[src/hw/rtl/lir_pkg.sv]
// Shared types, widths and codes for the linear interpolation resampler.
// No dependencies; every other file of the block imports this package.
package lir_pkg;

   localparam int SAMPLE_BITS      = 16;
   localparam int MAX_UPSAMPLE_DEF = 16;
   localparam int RATE_W           = 20;
   localparam int IDX_W            = 32;
   localparam int CSR_IDX_W        = 1;

   localparam int DIFF_W  = SAMPLE_BITS + 1;
   localparam int MUL_A_W = IDX_W + 1;
   localparam int NUM_W   = MUL_A_W + RATE_W;
   localparam int INT_W   = DIFF_W + RATE_W;
   localparam int ADV_W   = RATE_W + 1;
   localparam int SKADV_W = 2 * RATE_W + 1;
   localparam int DCNT_W  = $clog2(NUM_W + 1);

   localparam logic [CSR_IDX_W-1:0] REG_INPUT_RATE  = CSR_IDX_W'(0);
   localparam logic [CSR_IDX_W-1:0] REG_OUTPUT_RATE = CSR_IDX_W'(1);

   typedef enum logic [1:0] {
      MUL_CAP,
      MUL_INTERP,
      MUL_SKIP
   } mul_sel_type;

   typedef enum logic [2:0] {
      DIV_CAP,
      DIV_INTERP,
      DIV_ADV,
      DIV_SKIP,
      DIV_SKADV
   } div_sel_type;

   typedef struct packed {
      logic signed [SAMPLE_BITS-1:0] sample_in;
      logic                          buffer_last;
   } req_type;

   typedef struct packed {
      logic signed [SAMPLE_BITS-1:0] sample_out;
      logic                          run_last;
      logic                          buffer_end;
   } rsp_type;

   typedef struct packed {
      logic        take;
      logic        mul_go;
      mul_sel_type mul_sel;
      logic        div_go;
      div_sel_type div_sel;
      logic        cap_load;
      logic        cnt_clear;
      logic        emit;
      logic        adv_load;
      logic        m_load;
      logic        finish;
      logic        phase;
   } cmd_type;

   typedef struct packed {
      logic div_busy;
      logic on_base;
      logic run_more;
      logic push_ok;
      logic pend_valid;
      logic seen_zero;
      logic last;
   } sts_type;

endpackage

[src/hw/rtl/lir_div.sv]
// Radix-2 restoring divider, one quotient bit per cycle, left-aligned numerator.
// Depends on lir_pkg.
module lir_div (
   input  logic                        clock,
   input  logic                        reset,
   input  logic                        start,
   input  logic [lir_pkg::NUM_W-1:0]   num,
   input  logic [lir_pkg::DCNT_W-1:0]  nbits,
   input  logic [lir_pkg::RATE_W-1:0]  den,
   output logic                        busy,
   output logic [lir_pkg::NUM_W-1:0]   quo,
   output logic [lir_pkg::RATE_W-1:0]  rem
);
   import lir_pkg::*;

   logic                busy_ff;
   logic [DCNT_W-1:0]   cnt_ff;
   logic [NUM_W-1:0]    q_ff, q_in;
   logic [RATE_W-1:0]   r_ff, r_in;
   logic [RATE_W-1:0]   d_ff;
   logic [RATE_W:0]     trial;
   logic [RATE_W:0]     trial_sub;
   logic                ge;

   always_comb begin
      trial     = {r_ff, q_ff[NUM_W-1]};
      trial_sub = trial - {1'b0, d_ff};
      ge        = trial >= {1'b0, d_ff};
      r_in      = ge ? trial_sub[RATE_W-1:0] : trial[RATE_W-1:0];
      q_in      = {q_ff[NUM_W-2:0], ge};
   end

   always_ff @(posedge clock) begin
      if (reset) begin
         busy_ff <= 1'b0;
         cnt_ff  <= '0;
      end else if (start) begin
         busy_ff <= 1'b1;
         cnt_ff  <= nbits;
      end else if (busy_ff) begin
         cnt_ff <= cnt_ff - DCNT_W'(1);
         if (cnt_ff == DCNT_W'(1)) begin
            busy_ff <= 1'b0;
         end
      end
   end

   always_ff @(posedge clock) begin
      if (start) begin
         q_ff <= num;
         r_ff <= '0;
         d_ff <= den;
      end else if (busy_ff) begin
         q_ff <= q_in;
         r_ff <= r_in;
      end
   end

   assign busy = busy_ff;
   assign quo  = q_ff;
   assign rem  = r_ff;

endmodule

[src/hw/rtl/lir_dp.sv]
// Datapath: rate registers, stream phase state, shared multiplier and divider,
// pending result slot and output register. Depends on lir_pkg and lir_div.
module lir_dp #(
   parameter int MAX_UPSAMPLE = lir_pkg::MAX_UPSAMPLE_DEF
) (
   input  logic                           clock,
   input  logic                           reset,
   input  logic                           csr_we,
   input  logic [lir_pkg::CSR_IDX_W-1:0]  csr_index,
   input  logic [lir_pkg::RATE_W-1:0]     csr_wdata,
   input  lir_pkg::req_type               req_data,
   input  lir_pkg::cmd_type               cmd,
   output lir_pkg::sts_type               sts,
   output logic                           rsp_valid,
   input  logic                           rsp_ready,
   output lir_pkg::rsp_type               rsp_data
);
   import lir_pkg::*;

   localparam int CNT_W = $clog2(MAX_UPSAMPLE + 1);

   function automatic logic [RATE_W-1:0] rate_of(input logic [RATE_W-1:0] v);
      return (v == '0) ? RATE_W'(1) : v;
   endfunction

   logic [RATE_W-1:0]      ir_ff, orr_ff;
   logic [SAMPLE_BITS-1:0] prev_ff, cur_ff;
   logic                   last_ff;
   logic [IDX_W-1:0]       seen_ff, given_ff, base_ff;
   logic [RATE_W-1:0]      res_ff, m_ff;
   logic [NUM_W-1:0]       cap_ff, mul_ff;
   logic [CNT_W-1:0]       cnt_ff;
   logic                   pend_valid_ff;
   logic [SAMPLE_BITS-1:0] pend_ff;
   logic                   out_valid_ff;
   rsp_type                out_ff;

   logic [IDX_W-1:0]       target;
   logic [SAMPLE_BITS-1:0] a_s;
   logic [DIFF_W-1:0]      diff, mag;
   logic                   neg;
   logic [MUL_A_W-1:0]     mul_a;
   logic [RATE_W-1:0]      mul_b;
   logic [ADV_W-1:0]       adv_sum;
   logic [SKADV_W-1:0]     skadv_sum;
   logic [NUM_W-1:0]       div_num;
   logic [DCNT_W-1:0]      div_nbits;
   logic [RATE_W-1:0]      div_den;
   logic                   div_busy;
   logic [NUM_W-1:0]       quo;
   logic [RATE_W-1:0]      rem;
   logic [DIFF_W:0]        qmag, vsum;
   logic                   out_load;
   logic                   push_ok;

   always_comb begin
      target = cmd.phase ? seen_ff : seen_ff - IDX_W'(1);
      a_s    = cmd.phase ? cur_ff : prev_ff;
      diff   = {cur_ff[SAMPLE_BITS-1], cur_ff} - {a_s[SAMPLE_BITS-1], a_s};
      neg    = diff[DIFF_W-1];
      mag    = neg ? (~diff + 1'b1) : diff;

      case (cmd.mul_sel)
         MUL_CAP: begin
            mul_a = MUL_A_W'(seen_ff) + MUL_A_W'(1);
            mul_b = orr_ff;
         end
         MUL_INTERP: begin
            mul_a = MUL_A_W'(mag);
            mul_b = res_ff;
         end
         MUL_SKIP: begin
            mul_a = MUL_A_W'(m_ff);
            mul_b = ir_ff;
         end
         default: begin
            mul_a = '0;
            mul_b = '0;
         end
      endcase

      adv_sum   = ADV_W'(res_ff) + ADV_W'(ir_ff);
      skadv_sum = SKADV_W'(res_ff) + mul_ff[SKADV_W-1:0];

      case (cmd.div_sel)
         DIV_CAP: begin
            div_num   = mul_ff;
            div_nbits = DCNT_W'(NUM_W);
            div_den   = ir_ff;
         end
         DIV_INTERP: begin
            div_num   = {mul_ff[INT_W-1:0], {(NUM_W-INT_W){1'b0}}};
            div_nbits = DCNT_W'(INT_W);
            div_den   = orr_ff;
         end
         DIV_ADV: begin
            div_num   = {adv_sum, {(NUM_W-ADV_W){1'b0}}};
            div_nbits = DCNT_W'(ADV_W);
            div_den   = orr_ff;
         end
         DIV_SKIP: begin
            div_num   = {orr_ff - res_ff, {(NUM_W-RATE_W){1'b0}}};
            div_nbits = DCNT_W'(RATE_W);
            div_den   = ir_ff;
         end
         DIV_SKADV: begin
            div_num   = {skadv_sum, {(NUM_W-SKADV_W){1'b0}}};
            div_nbits = DCNT_W'(SKADV_W);
            div_den   = orr_ff;
         end
         default: begin
            div_num   = '0;
            div_nbits = '0;
            div_den   = orr_ff;
         end
      endcase

      // floor division: negative spans round away from zero
      qmag = {1'b0, quo[DIFF_W-1:0]} + (DIFF_W+1)'(neg && (rem != '0));
      vsum = {{(DIFF_W+1-SAMPLE_BITS){a_s[SAMPLE_BITS-1]}}, a_s}
           + (neg ? (~qmag + 1'b1) : qmag);
   end

   lir_div u_div (
      .clock (clock),
      .reset (reset),
      .start (cmd.div_go),
      .num   (div_num),
      .nbits (div_nbits),
      .den   (div_den),
      .busy  (div_busy),
      .quo   (quo),
      .rem   (rem)
   );

   assign push_ok  = !out_valid_ff || rsp_ready;
   assign out_load = (cmd.emit || cmd.finish) && pend_valid_ff;

   always_ff @(posedge clock) begin
      if (reset) begin
         ir_ff         <= RATE_W'(1);
         orr_ff        <= RATE_W'(1);
         prev_ff       <= '0;
         seen_ff       <= '0;
         given_ff      <= '0;
         res_ff        <= '0;
         base_ff       <= '0;
         cnt_ff        <= '0;
         pend_valid_ff <= 1'b0;
         out_valid_ff  <= 1'b0;
      end else begin
         if (csr_we) begin
            unique case (csr_index)
               REG_INPUT_RATE:  ir_ff  <= rate_of(csr_wdata);
               REG_OUTPUT_RATE: orr_ff <= rate_of(csr_wdata);
               default: ;
            endcase
            prev_ff  <= '0;
            seen_ff  <= '0;
            given_ff <= '0;
            res_ff   <= '0;
            base_ff  <= '0;
         end
         if (cmd.cnt_clear) begin
            cnt_ff <= '0;
         end
         if (cmd.emit) begin
            pend_valid_ff <= 1'b1;
            given_ff      <= given_ff + IDX_W'(1);
            cnt_ff        <= cnt_ff + CNT_W'(1);
         end
         if (cmd.adv_load) begin
            base_ff <= base_ff + quo[IDX_W-1:0];
            res_ff  <= rem;
         end
         if (cmd.finish) begin
            pend_valid_ff <= 1'b0;
            if (last_ff) begin
               prev_ff  <= '0;
               seen_ff  <= '0;
               given_ff <= '0;
               res_ff   <= '0;
               base_ff  <= '0;
            end else begin
               prev_ff <= cur_ff;
               seen_ff <= seen_ff + IDX_W'(1);
            end
         end
         if (out_load) begin
            out_valid_ff <= 1'b1;
         end else if (rsp_ready) begin
            out_valid_ff <= 1'b0;
         end
      end
   end

   always_ff @(posedge clock) begin
      if (cmd.take) begin
         cur_ff  <= req_data.sample_in;
         last_ff <= req_data.buffer_last;
      end
      if (cmd.mul_go) begin
         mul_ff <= mul_a * mul_b;
      end
      if (cmd.cap_load) begin
         cap_ff <= quo;
      end
      if (cmd.m_load) begin
         m_ff <= quo[RATE_W-1:0] + RATE_W'(rem != '0);
      end
      if (cmd.emit) begin
         pend_ff <= vsum[SAMPLE_BITS-1:0];
      end
      if (out_load) begin
         out_ff.sample_out <= pend_ff;
         out_ff.run_last   <= cmd.finish;
         out_ff.buffer_end <= cmd.finish && last_ff;
      end
   end

   always_comb begin
      sts.div_busy   = div_busy;
      sts.on_base    = base_ff == target;
      sts.run_more   = (base_ff == target) && (cnt_ff < CNT_W'(MAX_UPSAMPLE))
                     && (!last_ff || (NUM_W'(given_ff) < cap_ff));
      sts.push_ok    = push_ok;
      sts.pend_valid = pend_valid_ff;
      sts.seen_zero  = seen_ff == '0;
      sts.last       = last_ff;
   end

   assign rsp_valid = out_valid_ff;
   assign rsp_data  = out_ff;

   a_out_no_overwrite: assert property (@(posedge clock) disable iff (reset)
      out_load |-> push_ok)
      else $error("output register overwritten while stalled");

   a_residue_range: assert property (@(posedge clock) disable iff (reset)
      res_ff < orr_ff)
      else $error("phase residue not below output rate");

   a_run_limit: assert property (@(posedge clock) disable iff (reset)
      cnt_ff <= CNT_W'(MAX_UPSAMPLE))
      else $error("too many outputs on one base index");

endmodule

[src/hw/rtl/lir_ctrl.sv]
// Controller FSM: sequences cap, interpolation and phase steps per transaction.
// Depends on lir_pkg; drives the datapath through cmd_type, reads sts_type.
module lir_ctrl (
   input  logic              clock,
   input  logic              reset,
   input  logic              req_valid,
   output logic              req_ready,
   input  lir_pkg::sts_type  sts,
   output lir_pkg::cmd_type  cmd
);
   import lir_pkg::*;

   typedef enum logic [12:0] {
      S_IDLE      = 13'b0000000000001,
      S_START     = 13'b0000000000010,
      S_CAP_MUL   = 13'b0000000000100,
      S_CAP_DIV   = 13'b0000000001000,
      S_CHECK     = 13'b0000000010000,
      S_INT_MUL   = 13'b0000000100000,
      S_INT_DIV   = 13'b0000001000000,
      S_EMIT      = 13'b0000010000000,
      S_ADV_DIV   = 13'b0000100000000,
      S_SKIP_DIV  = 13'b0001000000000,
      S_SKIP_MUL  = 13'b0010000000000,
      S_SKADV_DIV = 13'b0100000000000,
      S_FINISH    = 13'b1000000000000
   } state_type;

   state_type state_ff, state_in;
   logic      phase_ff, phase_in;
   logic      started_ff, started_in;
   logic      div_done;

   always_comb begin
      state_in      = state_ff;
      phase_in      = phase_ff;
      started_in    = started_ff;
      div_done      = started_ff && !sts.div_busy;
      req_ready     = 1'b0;
      cmd.take      = 1'b0;
      cmd.mul_go    = 1'b0;
      cmd.mul_sel   = MUL_CAP;
      cmd.div_go    = 1'b0;
      cmd.div_sel   = DIV_CAP;
      cmd.cap_load  = 1'b0;
      cmd.cnt_clear = 1'b0;
      cmd.emit      = 1'b0;
      cmd.adv_load  = 1'b0;
      cmd.m_load    = 1'b0;
      cmd.finish    = 1'b0;
      cmd.phase     = phase_ff;

      unique case (state_ff)
         S_IDLE: begin
            req_ready = 1'b1;
            if (req_valid) begin
               cmd.take = 1'b1;
               state_in = S_START;
            end
         end
         S_START: begin
            if (sts.last) begin
               state_in = S_CAP_MUL;
            end else if (!sts.seen_zero) begin
               phase_in      = 1'b0;
               cmd.cnt_clear = 1'b1;
               state_in      = S_CHECK;
            end else begin
               state_in = S_FINISH;
            end
         end
         S_CAP_MUL: begin
            cmd.mul_sel = MUL_CAP;
            cmd.mul_go  = 1'b1;
            state_in    = S_CAP_DIV;
         end
         S_CAP_DIV: begin
            cmd.div_sel = DIV_CAP;
            cmd.div_go  = !started_ff;
            started_in  = 1'b1;
            if (div_done) begin
               started_in    = 1'b0;
               cmd.cap_load  = 1'b1;
               cmd.cnt_clear = 1'b1;
               phase_in      = sts.seen_zero;
               state_in      = S_CHECK;
            end
         end
         S_CHECK: begin
            if (sts.run_more) begin
               state_in = S_INT_MUL;
            end else if (sts.on_base) begin
               state_in = S_SKIP_DIV;
            end else if (!phase_ff && sts.last) begin
               phase_in      = 1'b1;
               cmd.cnt_clear = 1'b1;
            end else begin
               state_in = S_FINISH;
            end
         end
         S_INT_MUL: begin
            cmd.mul_sel = MUL_INTERP;
            cmd.mul_go  = 1'b1;
            state_in    = S_INT_DIV;
         end
         S_INT_DIV: begin
            cmd.div_sel = DIV_INTERP;
            cmd.div_go  = !started_ff;
            started_in  = 1'b1;
            if (div_done) begin
               started_in = 1'b0;
               state_in   = S_EMIT;
            end
         end
         S_EMIT: begin
            if (!sts.pend_valid || sts.push_ok) begin
               cmd.emit = 1'b1;
               state_in = S_ADV_DIV;
            end
         end
         S_ADV_DIV: begin
            cmd.div_sel = DIV_ADV;
            cmd.div_go  = !started_ff;
            started_in  = 1'b1;
            if (div_done) begin
               started_in   = 1'b0;
               cmd.adv_load = 1'b1;
               state_in     = S_CHECK;
            end
         end
         S_SKIP_DIV: begin
            cmd.div_sel = DIV_SKIP;
            cmd.div_go  = !started_ff;
            started_in  = 1'b1;
            if (div_done) begin
               started_in = 1'b0;
               cmd.m_load = 1'b1;
               state_in   = S_SKIP_MUL;
            end
         end
         S_SKIP_MUL: begin
            cmd.mul_sel = MUL_SKIP;
            cmd.mul_go  = 1'b1;
            state_in    = S_SKADV_DIV;
         end
         S_SKADV_DIV: begin
            cmd.div_sel = DIV_SKADV;
            cmd.div_go  = !started_ff;
            started_in  = 1'b1;
            if (div_done) begin
               started_in   = 1'b0;
               cmd.adv_load = 1'b1;
               if (!phase_ff && sts.last) begin
                  phase_in      = 1'b1;
                  cmd.cnt_clear = 1'b1;
                  state_in      = S_CHECK;
               end else begin
                  state_in = S_FINISH;
               end
            end
         end
         S_FINISH: begin
            if (!sts.pend_valid || sts.push_ok) begin
               cmd.finish = 1'b1;
               state_in   = S_IDLE;
            end
         end
         default: begin
            state_in = S_IDLE;
         end
      endcase
   end

   always_ff @(posedge clock) begin
      if (reset) begin
         state_ff   <= S_IDLE;
         phase_ff   <= 1'b0;
         started_ff <= 1'b0;
      end else begin
         state_ff   <= state_in;
         phase_ff   <= phase_in;
         started_ff <= started_in;
      end
   end

   a_div_go_idle: assert property (@(posedge clock) disable iff (reset)
      cmd.div_go |-> !sts.div_busy)
      else $error("divider started while busy");

   a_finish_push: assert property (@(posedge clock) disable iff (reset)
      cmd.finish |-> (!sts.pend_valid || sts.push_ok))
      else $error("final result pushed into a full output register");

   a_idle_no_pending: assert property (@(posedge clock) disable iff (reset)
      (state_ff == S_IDLE) |-> !sts.pend_valid)
      else $error("result left pending between transactions");

endmodule

[src/hw/rtl/linear_interp_resampler.sv]
// Linear interpolation resampler, top level: lir_ctrl sequences lir_dp.
// Each transaction: per result, an interpolation multiply and divide, the emit
// and a phase divide; a base skip adds a skip divide, multiply and divide, and
// a buffer-last sample the cap multiply and divide. One transaction at a time.
// Reset: synchronous, active high; both rates 1, stream state cleared.
module linear_interp_resampler #(
   parameter int MAX_UPSAMPLE = lir_pkg::MAX_UPSAMPLE_DEF
) (
   input  logic                           clock,
   input  logic                           reset,
   input  logic                           req_valid,
   output logic                           req_ready,
   input  lir_pkg::req_type               req_data,
   output logic                           rsp_valid,
   input  logic                           rsp_ready,
   output lir_pkg::rsp_type               rsp_data,
   input  logic                           csr_we,
   input  logic [lir_pkg::CSR_IDX_W-1:0]  csr_index,
   input  logic [lir_pkg::RATE_W-1:0]     csr_wdata
);
   import lir_pkg::*;

   cmd_type cmd;
   sts_type sts;

   lir_ctrl u_ctrl (
      .clock     (clock),
      .reset     (reset),
      .req_valid (req_valid),
      .req_ready (req_ready),
      .sts       (sts),
      .cmd       (cmd)
   );

   lir_dp #(
      .MAX_UPSAMPLE (MAX_UPSAMPLE)
   ) u_dp (
      .clock     (clock),
      .reset     (reset),
      .csr_we    (csr_we),
      .csr_index (csr_index),
      .csr_wdata (csr_wdata),
      .req_data  (req_data),
      .cmd       (cmd),
      .sts       (sts),
      .rsp_valid (rsp_valid),
      .rsp_ready (rsp_ready),
      .rsp_data  (rsp_data)
   );

endmodule

[config.mk]
export PLATFORM = sky130hd
export DESIGN_NAME = linear_interp_resampler
export DESIGN_NICKNAME = d
export VERILOG_FILES = /design/src/hw/rtl/lir_pkg.sv /design/src/hw/rtl/lir_div.sv /design/src/hw/rtl/lir_dp.sv /design/src/hw/rtl/lir_ctrl.sv /design/src/hw/rtl/linear_interp_resampler.sv
export SDC_FILE = /design/constraint.sdc
export NUM_CORES = 2
export LEC_CHECK = 0
export ABC_AREA = 1
export BUFFER_PORTS_ARGS = -buffer_cell sky130_fd_sc_hd__buf_4
export CAP_MARGIN = 0
export CORE_MARGIN = 3
export CORE_UTILIZATION = 60
export CTS_CLUSTER_DIAMETER = 100
export CTS_CLUSTER_SIZE = 20
export DETAILED_ROUTE_END_ITERATION = 6
export HOLD_SLACK_MARGIN = 0.08
export MAX_ROUTING_LAYER = met4
export PLACE_DENSITY = 0.86
export SETUP_SLACK_MARGIN = 0.15
export SLEW_MARGIN = 30
export SYNTH_ARGS = -nofsm -noshare
export SYNTH_HDL_FRONTEND = slang
export SYNTH_SLANG_ARGS = --single-unit
export TNS_END_PERCENT = 50
[constraint.sdc]
create_clock -name clock -period 17.7 [get_ports clock]
set_clock_uncertainty 0.1 [all_clocks]
set_input_delay 4.425 -clock clock [delete_from_list [all_inputs] [get_ports clock]]
set_output_delay 4.425 -clock clock [all_outputs]
set_load 0.05 [all_outputs]
Yosys cells after proc, flatten, opt, wreduce, memory -nomap -nowiden

Cells that the tools add are included.

Add/subtract/negate cells: 17
Multipliers: 1
Magnitude comparators: 3
Eq/ne operators: 34
Mux-type cells: 83
Bitwise gates (word level): 3
Reductions and logical operators: 36

Operators with widths:

| operator                                           | number |
|---|---|
| 2-to-1 mux 32 bit                                  | 12 |
| one-hot mux 53 bit (5 select lines)                | 1 |
| 2-to-1 mux 13 bit                                  | 13 |
| one-hot mux 13 bit (12 select lines)               | 1 |
| 2-to-1 mux 20 bit                                  | 7 |
| 2-to-1 mux 53 bit                                  | 2 |
| one-hot mux 33 bit (3 select lines)                | 1 |
| 2-to-1 mux 16 bit                                  | 5 |
| adder 32 x 1 -> 32 bit, second input constant      | 2 |
| one-hot mux 20 bit (3 select lines)                | 1 |
| less-than comparator 32 x 53 -> 1 bit              | 1 |
| multiplier 33 x 20 -> 53 bit                       | 1 |
| adder 20 x 41 -> 41 bit                            | 1 |
| subtractor 20 bit                                  | 2 |
| adder 32 x 1 -> 33 bit, second input constant      | 1 |
| adder 32 bit                                       | 1 |
| equality test 32 bit                               | 1 |
| zero test 32 bit                                   | 1 |
| subtractor 32 x 1 -> 32 bit, second input constant | 1 |
| one-hot mux 6 bit (5 select lines)                 | 1 |
| 2-to-1 mux 1 bit                                   | 29 |
| adder 20 x 20 -> 21 bit                            | 1 |
| >= comparator 21 x 20 -> 1 bit                     | 1 |
| adder 20 x 1 -> 20 bit                             | 1 |
| 54 further kinds                                   | 89 |

Register bits after elaboration: 471
Bits of input ports: 43
Output and inout port bits: 20
Word-level logic and storage cells: 204

Longest topological paths before layout

Depth in word-level cells: 9
Mapped depth: 55

Modules after synthesis

From an unflattened synthesis, not the netlist that was laid out.

Cells, all modules: 7276
Area total of the unflattened synthesis: 54358.4 um^2

By module, submodules not included:

| module   | instances | cells each | area each (um^2) | sequential area each (um^2) |
|---|---|---|---|---|
| lir_dp   | 1         | 6331       | 47379.2          | 8898.5 |
| lir_div  | 1         | 732        | 5685.5           | 2732.6 |
| lir_ctrl | 1         | 213        | 1293.7           | 300.3 |

Worst setup path before layout

No wires, ideal clock.

Path kind: register to register
Start point: register u_ctrl.phase_ff
End point: register u_dp.mul_ff[44], data pin
Arrival: 8782 ps
Required time: 17341 ps
Path slack: 8559 ps
Stages on the path, launching flop included: 44
Path buffers: 3
Path through: dfxtp_1 inv_2 clkbuf_1 clkbuf_1 o21ai_0 ha_1 fa_1 inv_1 nand2_1 a21oi_2 nand2_1 nand2_1 xnor2_1 nand4_1 nor3_2 nand3_1 nand3_1 nand3_1 [... 8 more ...] inv_1 fa_1 fa_1 fa_1 inv_1 fa_1 inv_1 ha_1 a21oi_1 inv_1 a31oi_1 a21boi_0 inv_1 a21oi_1 o21ai_0 nand3_1 nand2_1 xor2_1

Cells in the longest elaborated chain, start to end: 7

RTL lines:

| item                                    | RTL line        | RTL |
|---|---|---|
| start, declared                         | lir_ctrl.sv:30  | `logic phase_ff, phase_in;` |
| start signal, assigned                  | lir_ctrl.sv:181 | `phase_ff <= phase_in;` |
| 2-to-1 mux 16 bit (*)                   | lir_dp.sv:58    | `a_s = cmd.phase ? cur_ff : prev_ff;` |
| subtractor 16 x 16 -> 17 bit (*)        | lir_dp.sv:59    | `diff = {cur_ff[SAMPLE_BITS-1], cur_ff} - {a_s[SAMPLE_BITS-1], a_s};` |
| NOT 17 bit                              | lir_dp.sv:61    | `mag = neg ? (~diff + 1'b1) : diff;` |
| adder 17 x 1 -> 17 bit                  | lir_dp.sv:61    |  |
| 2-to-1 mux 17 bit (*)                   | lir_dp.sv:61    |  |
| one-hot mux 33 bit (3 select lines) (*) | lir_dp.sv:63    | `case (cmd.mul_sel)` |
| multiplier 33 x 20 -> 53 bit (*)        | lir_dp.sv:203   | `mul_ff <= mul_a * mul_b;` |
| end signal, assigned                    | lir_dp.sv:203   |  |
| end, declared                           | lir_dp.sv:31    | `logic [NUM_W-1:0] cap_ff, mul_ff;` |

Every way passes the cells marked *; elsewhere a longest branch is shown, timed or not.
A chain may end at the register's enable or synchronous reset.

Final worst setup path

Same ends and word-level chain as after synthesis.

==> results by group <==
Worst setup path
  – CP dominant cell by count: inv_1
  – Crit path buf inv count: 13
  – Max incr delay on CP: 0.58 ns
  – Critical path endpoint category: flop
  – Worst Setup Start Kind: flop
  – Worst path arrival time: 10.94 ns
  – Slowest CP cell: fa_1
  – Worst path depth: 44
  – CP delay by family, top: adder cells
  – CP Class: reg2reg
  – CP max FO: 25
  – Critical Path RT: 17.97 ns
  – FF-to-FF path depth: 44

Power and ir drop
  – Lkg Pwr: about 27 nW
  – Power per cell area: between 70 and 80 nW/um^2
  – Peak supply drop: roughly 89 uV

CTS
  – Worst-path clk slew: about 0.10 ns
  – CTS Sinks: approximately 470
  – Postcts setup bufs: 0
  – CTS Buf Count: 27
  – Clock Path Buffers: 3
  – CTS tree: done
  – H-tree levels: 1
  – Root Driver: clkbuf_16
  – Cts hold-fix bufs: 0
  – Worst-Skew Late Latency: 0.62 ns
  – # resized after CTS: 0

Worst hold path
  – Hold Path Depth: 0
  – Worst Hold Class: reg2reg

Yosys
  – Mapped cell area: 53,200 um^2
  – Async SR Flop Fraction: 0%
  – Count of cell types in the netlist: 86
  – Seq/Total Area, Yosys: 22.4%
  – Top-count cell post-synth: nand2_1
  – Dominant cells by area after synthesis: fa_1 21%, edfxtp_1 14%, nand2_1 9.7%
  – Syn avg cell area: 7.87 um^2
  – Yosys warns: 0
  – Top-area cell type share of the netlist area: 21.1%
  – Cells after synthesis: 6,752
  – Flop and latch count out of synthesis: 471
  – Post-synth EDFFs: 250
  – Yosys top cell by area: fa_1
  – Commonest register cell after synthesis: edfxtp_1
  – Mapped Nets: around 7,700
  – Post-synth top cells: 1,371 x nand2_1, 1,219 x inv_1, 595 x nor2_1

Route
  – Total number of vias: 47,400
  – DRT Pass-1 Iters: 7
  – Post-Route WL: 174,000 um
  – Initial drt markers: ~5,300
  – WL per Instance: 22.1 um
  – Via density: 6.01
  – DRC errors left: 3
  – Antenna-violating nets left: 0

Timing
  – TNS Setup: 0 ns
  – Fin crit share: 60.3%
  – RSZ-0062 raised after global routing: false
  – Fin. Hold Viols: 0
  – Slew @ Worst Pin: around 1 ns
  – Hold Slack: 0.322 ns
  – Setup ws final: 7.03 ns
  – Fmax: 93.7 MHz
  – Post-layout min period: between 10 and 15 ns
  – Max-slew headroom: 34.1%
  – Slew Limit Fails: 0
  – Final setup vio count: 0

Floorplan
  – Row count: 108
  – Initial Util: between 60 and 70%
  – Core box area: 87,300 um^2
  – Chip width: 304 um
  – I/O pins: 63
  – Die Y: 304 um
  – Die area: 92,200 um^2

Global route
  – Total track usage: 38.2%
  – Grt total ovfl: 0
  – Vias in the first global route: 47,000
  – First-pass GRT wire length: 267,000 um
  – Initial antenna violation count: 2
  – Largest net degree at the start of global routing: 71

Finish
  – Fin area: 55,400 um^2
  – Antenna diodes: 0
  – Layout filler cell count: 7,599
  – Finished Layout Cells: ~7,900
  – Area growth syn-to-layout: 4.20%
  – Share of cells above drive strength 1: 6.78%
  – Nets@finish: ~7,700

Status
  – Failing checks: design-rule violations
  – Status: finished, violations left

Place
  – Dpl cells: just under 8,000
  – HPWL Detailed: 138,000 um
  – Worst slack at placement: just over 7 ns
  – Placed cell area: 54,600 um^2
  – GPL Wtd Cong: 1.06
  – Number of buffers added on ports: 62

Run
  – Max Cap Viol: 0
## cells by family (layout without fill, tap and decap cells)
family	count (synthesis)	count (layout)	synth area share, %
xor+xnor	257	257	4.36
mux	13	13	0.271
simple gates	2562	2562	21.2
fa+ha+maj	910	910	29.3
compound gates	1047	1047	11.4
flops	471	471	22.4
buf+inv	1492	1461	11.0
## stage by stage
| stage | power (mW) | utilization, % |
|---|---|---|
| 3_5_place_dp | 3.18 | 62.6 |
| 3_3_place_gp | 3.14 | 62.5 |
| 6_report | 3.89 | 63.4 |
| 4_1_cts | 3.84 | 63.4 |
| 5_1_grt | 4.10 | 63.4 |
| 2_1_floorplan | 2.66 | - |
## layout by cell type (no fill, tap or decap), drive strengths merged, types with 14 or more instances in the layout
cell,n
a211oi,29
a21o,15
a21oi,487
a22oi,30
a31oi,36
buf,131
clkbuf,47
dfxtp,221
edfxtp,250
fa,561
ha,349
inv,1276
nand2,1417
nand3,223
nand3b,20
nand4,75
nor2,651
nor3,87
nor4,42
o211ai,22
o21a,22
o21ai,290
o221ai,14
o22ai,33
or2,36
xnor2,76
xor2,179
## final cells by class
cell class                      instances  area, um^2  area share, %
Timing Repair Buffer                  131         983           1.78
Tap cell                             1155        1450           2.61
Multi-Input combinational cell       4789       35400           64.0
Clock inverter                          2        28.8         0.0520
Inverter                             1281        4810           8.69
Clock buffer                           47         751           1.36
Sequential cell                       471       11900           21.5
## worst register-to-register path, delay by kind of cell (launching register included)
family	cells	cell delay (ns)
DFF	1	0.32
xor gates and xnor gates	1	0.14
and+or+nand+nor	11	1.58
adders and majority gates	10	4.71
buffers and inverters	13	1.86
AOI/OAI and AO/OA	9	1.73
## power breakdown
part / switching, mW / internal [mW] / total, mW
logic: 1.17 / 0.540 / 1.71
clock network: 0.380 / 0.292 / 0.672
registers: 0.164 / 1.34 / 1.51
## layer usage
layer	track usage, %	part of all wire, %	up-vias	wire length (um)
met5	-	0	-	0
met3	6.72	12	606	20300
met2	59.0	45	2734	78400
li1	-	-	21300	-
met1	48.7	37	22700	64800
met4	19.0	6.2	0	10900
## sequential cells by signal, indices dropped and copies added, names as in the netlist, 18 cells and up
register / count
u_dp.cap_ff: 53
u_dp.mul_ff: 53
u_dp.u_div.quo: 53
u_dp.base_ff: 32
u_dp.given_ff: 32
u_dp.seen_ff: 32
u_dp.ir_ff: 20
u_dp.m_ff: 20
u_dp.orr_ff: 20
u_dp.res_ff: 20
u_dp.u_div.d_ff: 20
u_dp.u_div.rem: 20
u_dp.rsp_data: 18
## worst paths after layout
check,startpoint,endpoint,slack (ns)
min reg2reg,u_dp.pend_ff[11]$_DFFE_PP_,u_dp.rsp_data[13]$_DFFE_PP_,0.32
max,u_ctrl.phase_ff$_SDFFE_PP0P_,u_dp.mul_ff[44]$_DFFE_PP_,7.03
min,u_dp.pend_ff[11]$_DFFE_PP_,u_dp.rsp_data[13]$_DFFE_PP_,0.32
max reg2reg,u_ctrl.phase_ff$_SDFFE_PP0P_,u_dp.mul_ff[44]$_DFFE_PP_,7.03
Note: power is estimated with default switching activity, not from simulation.
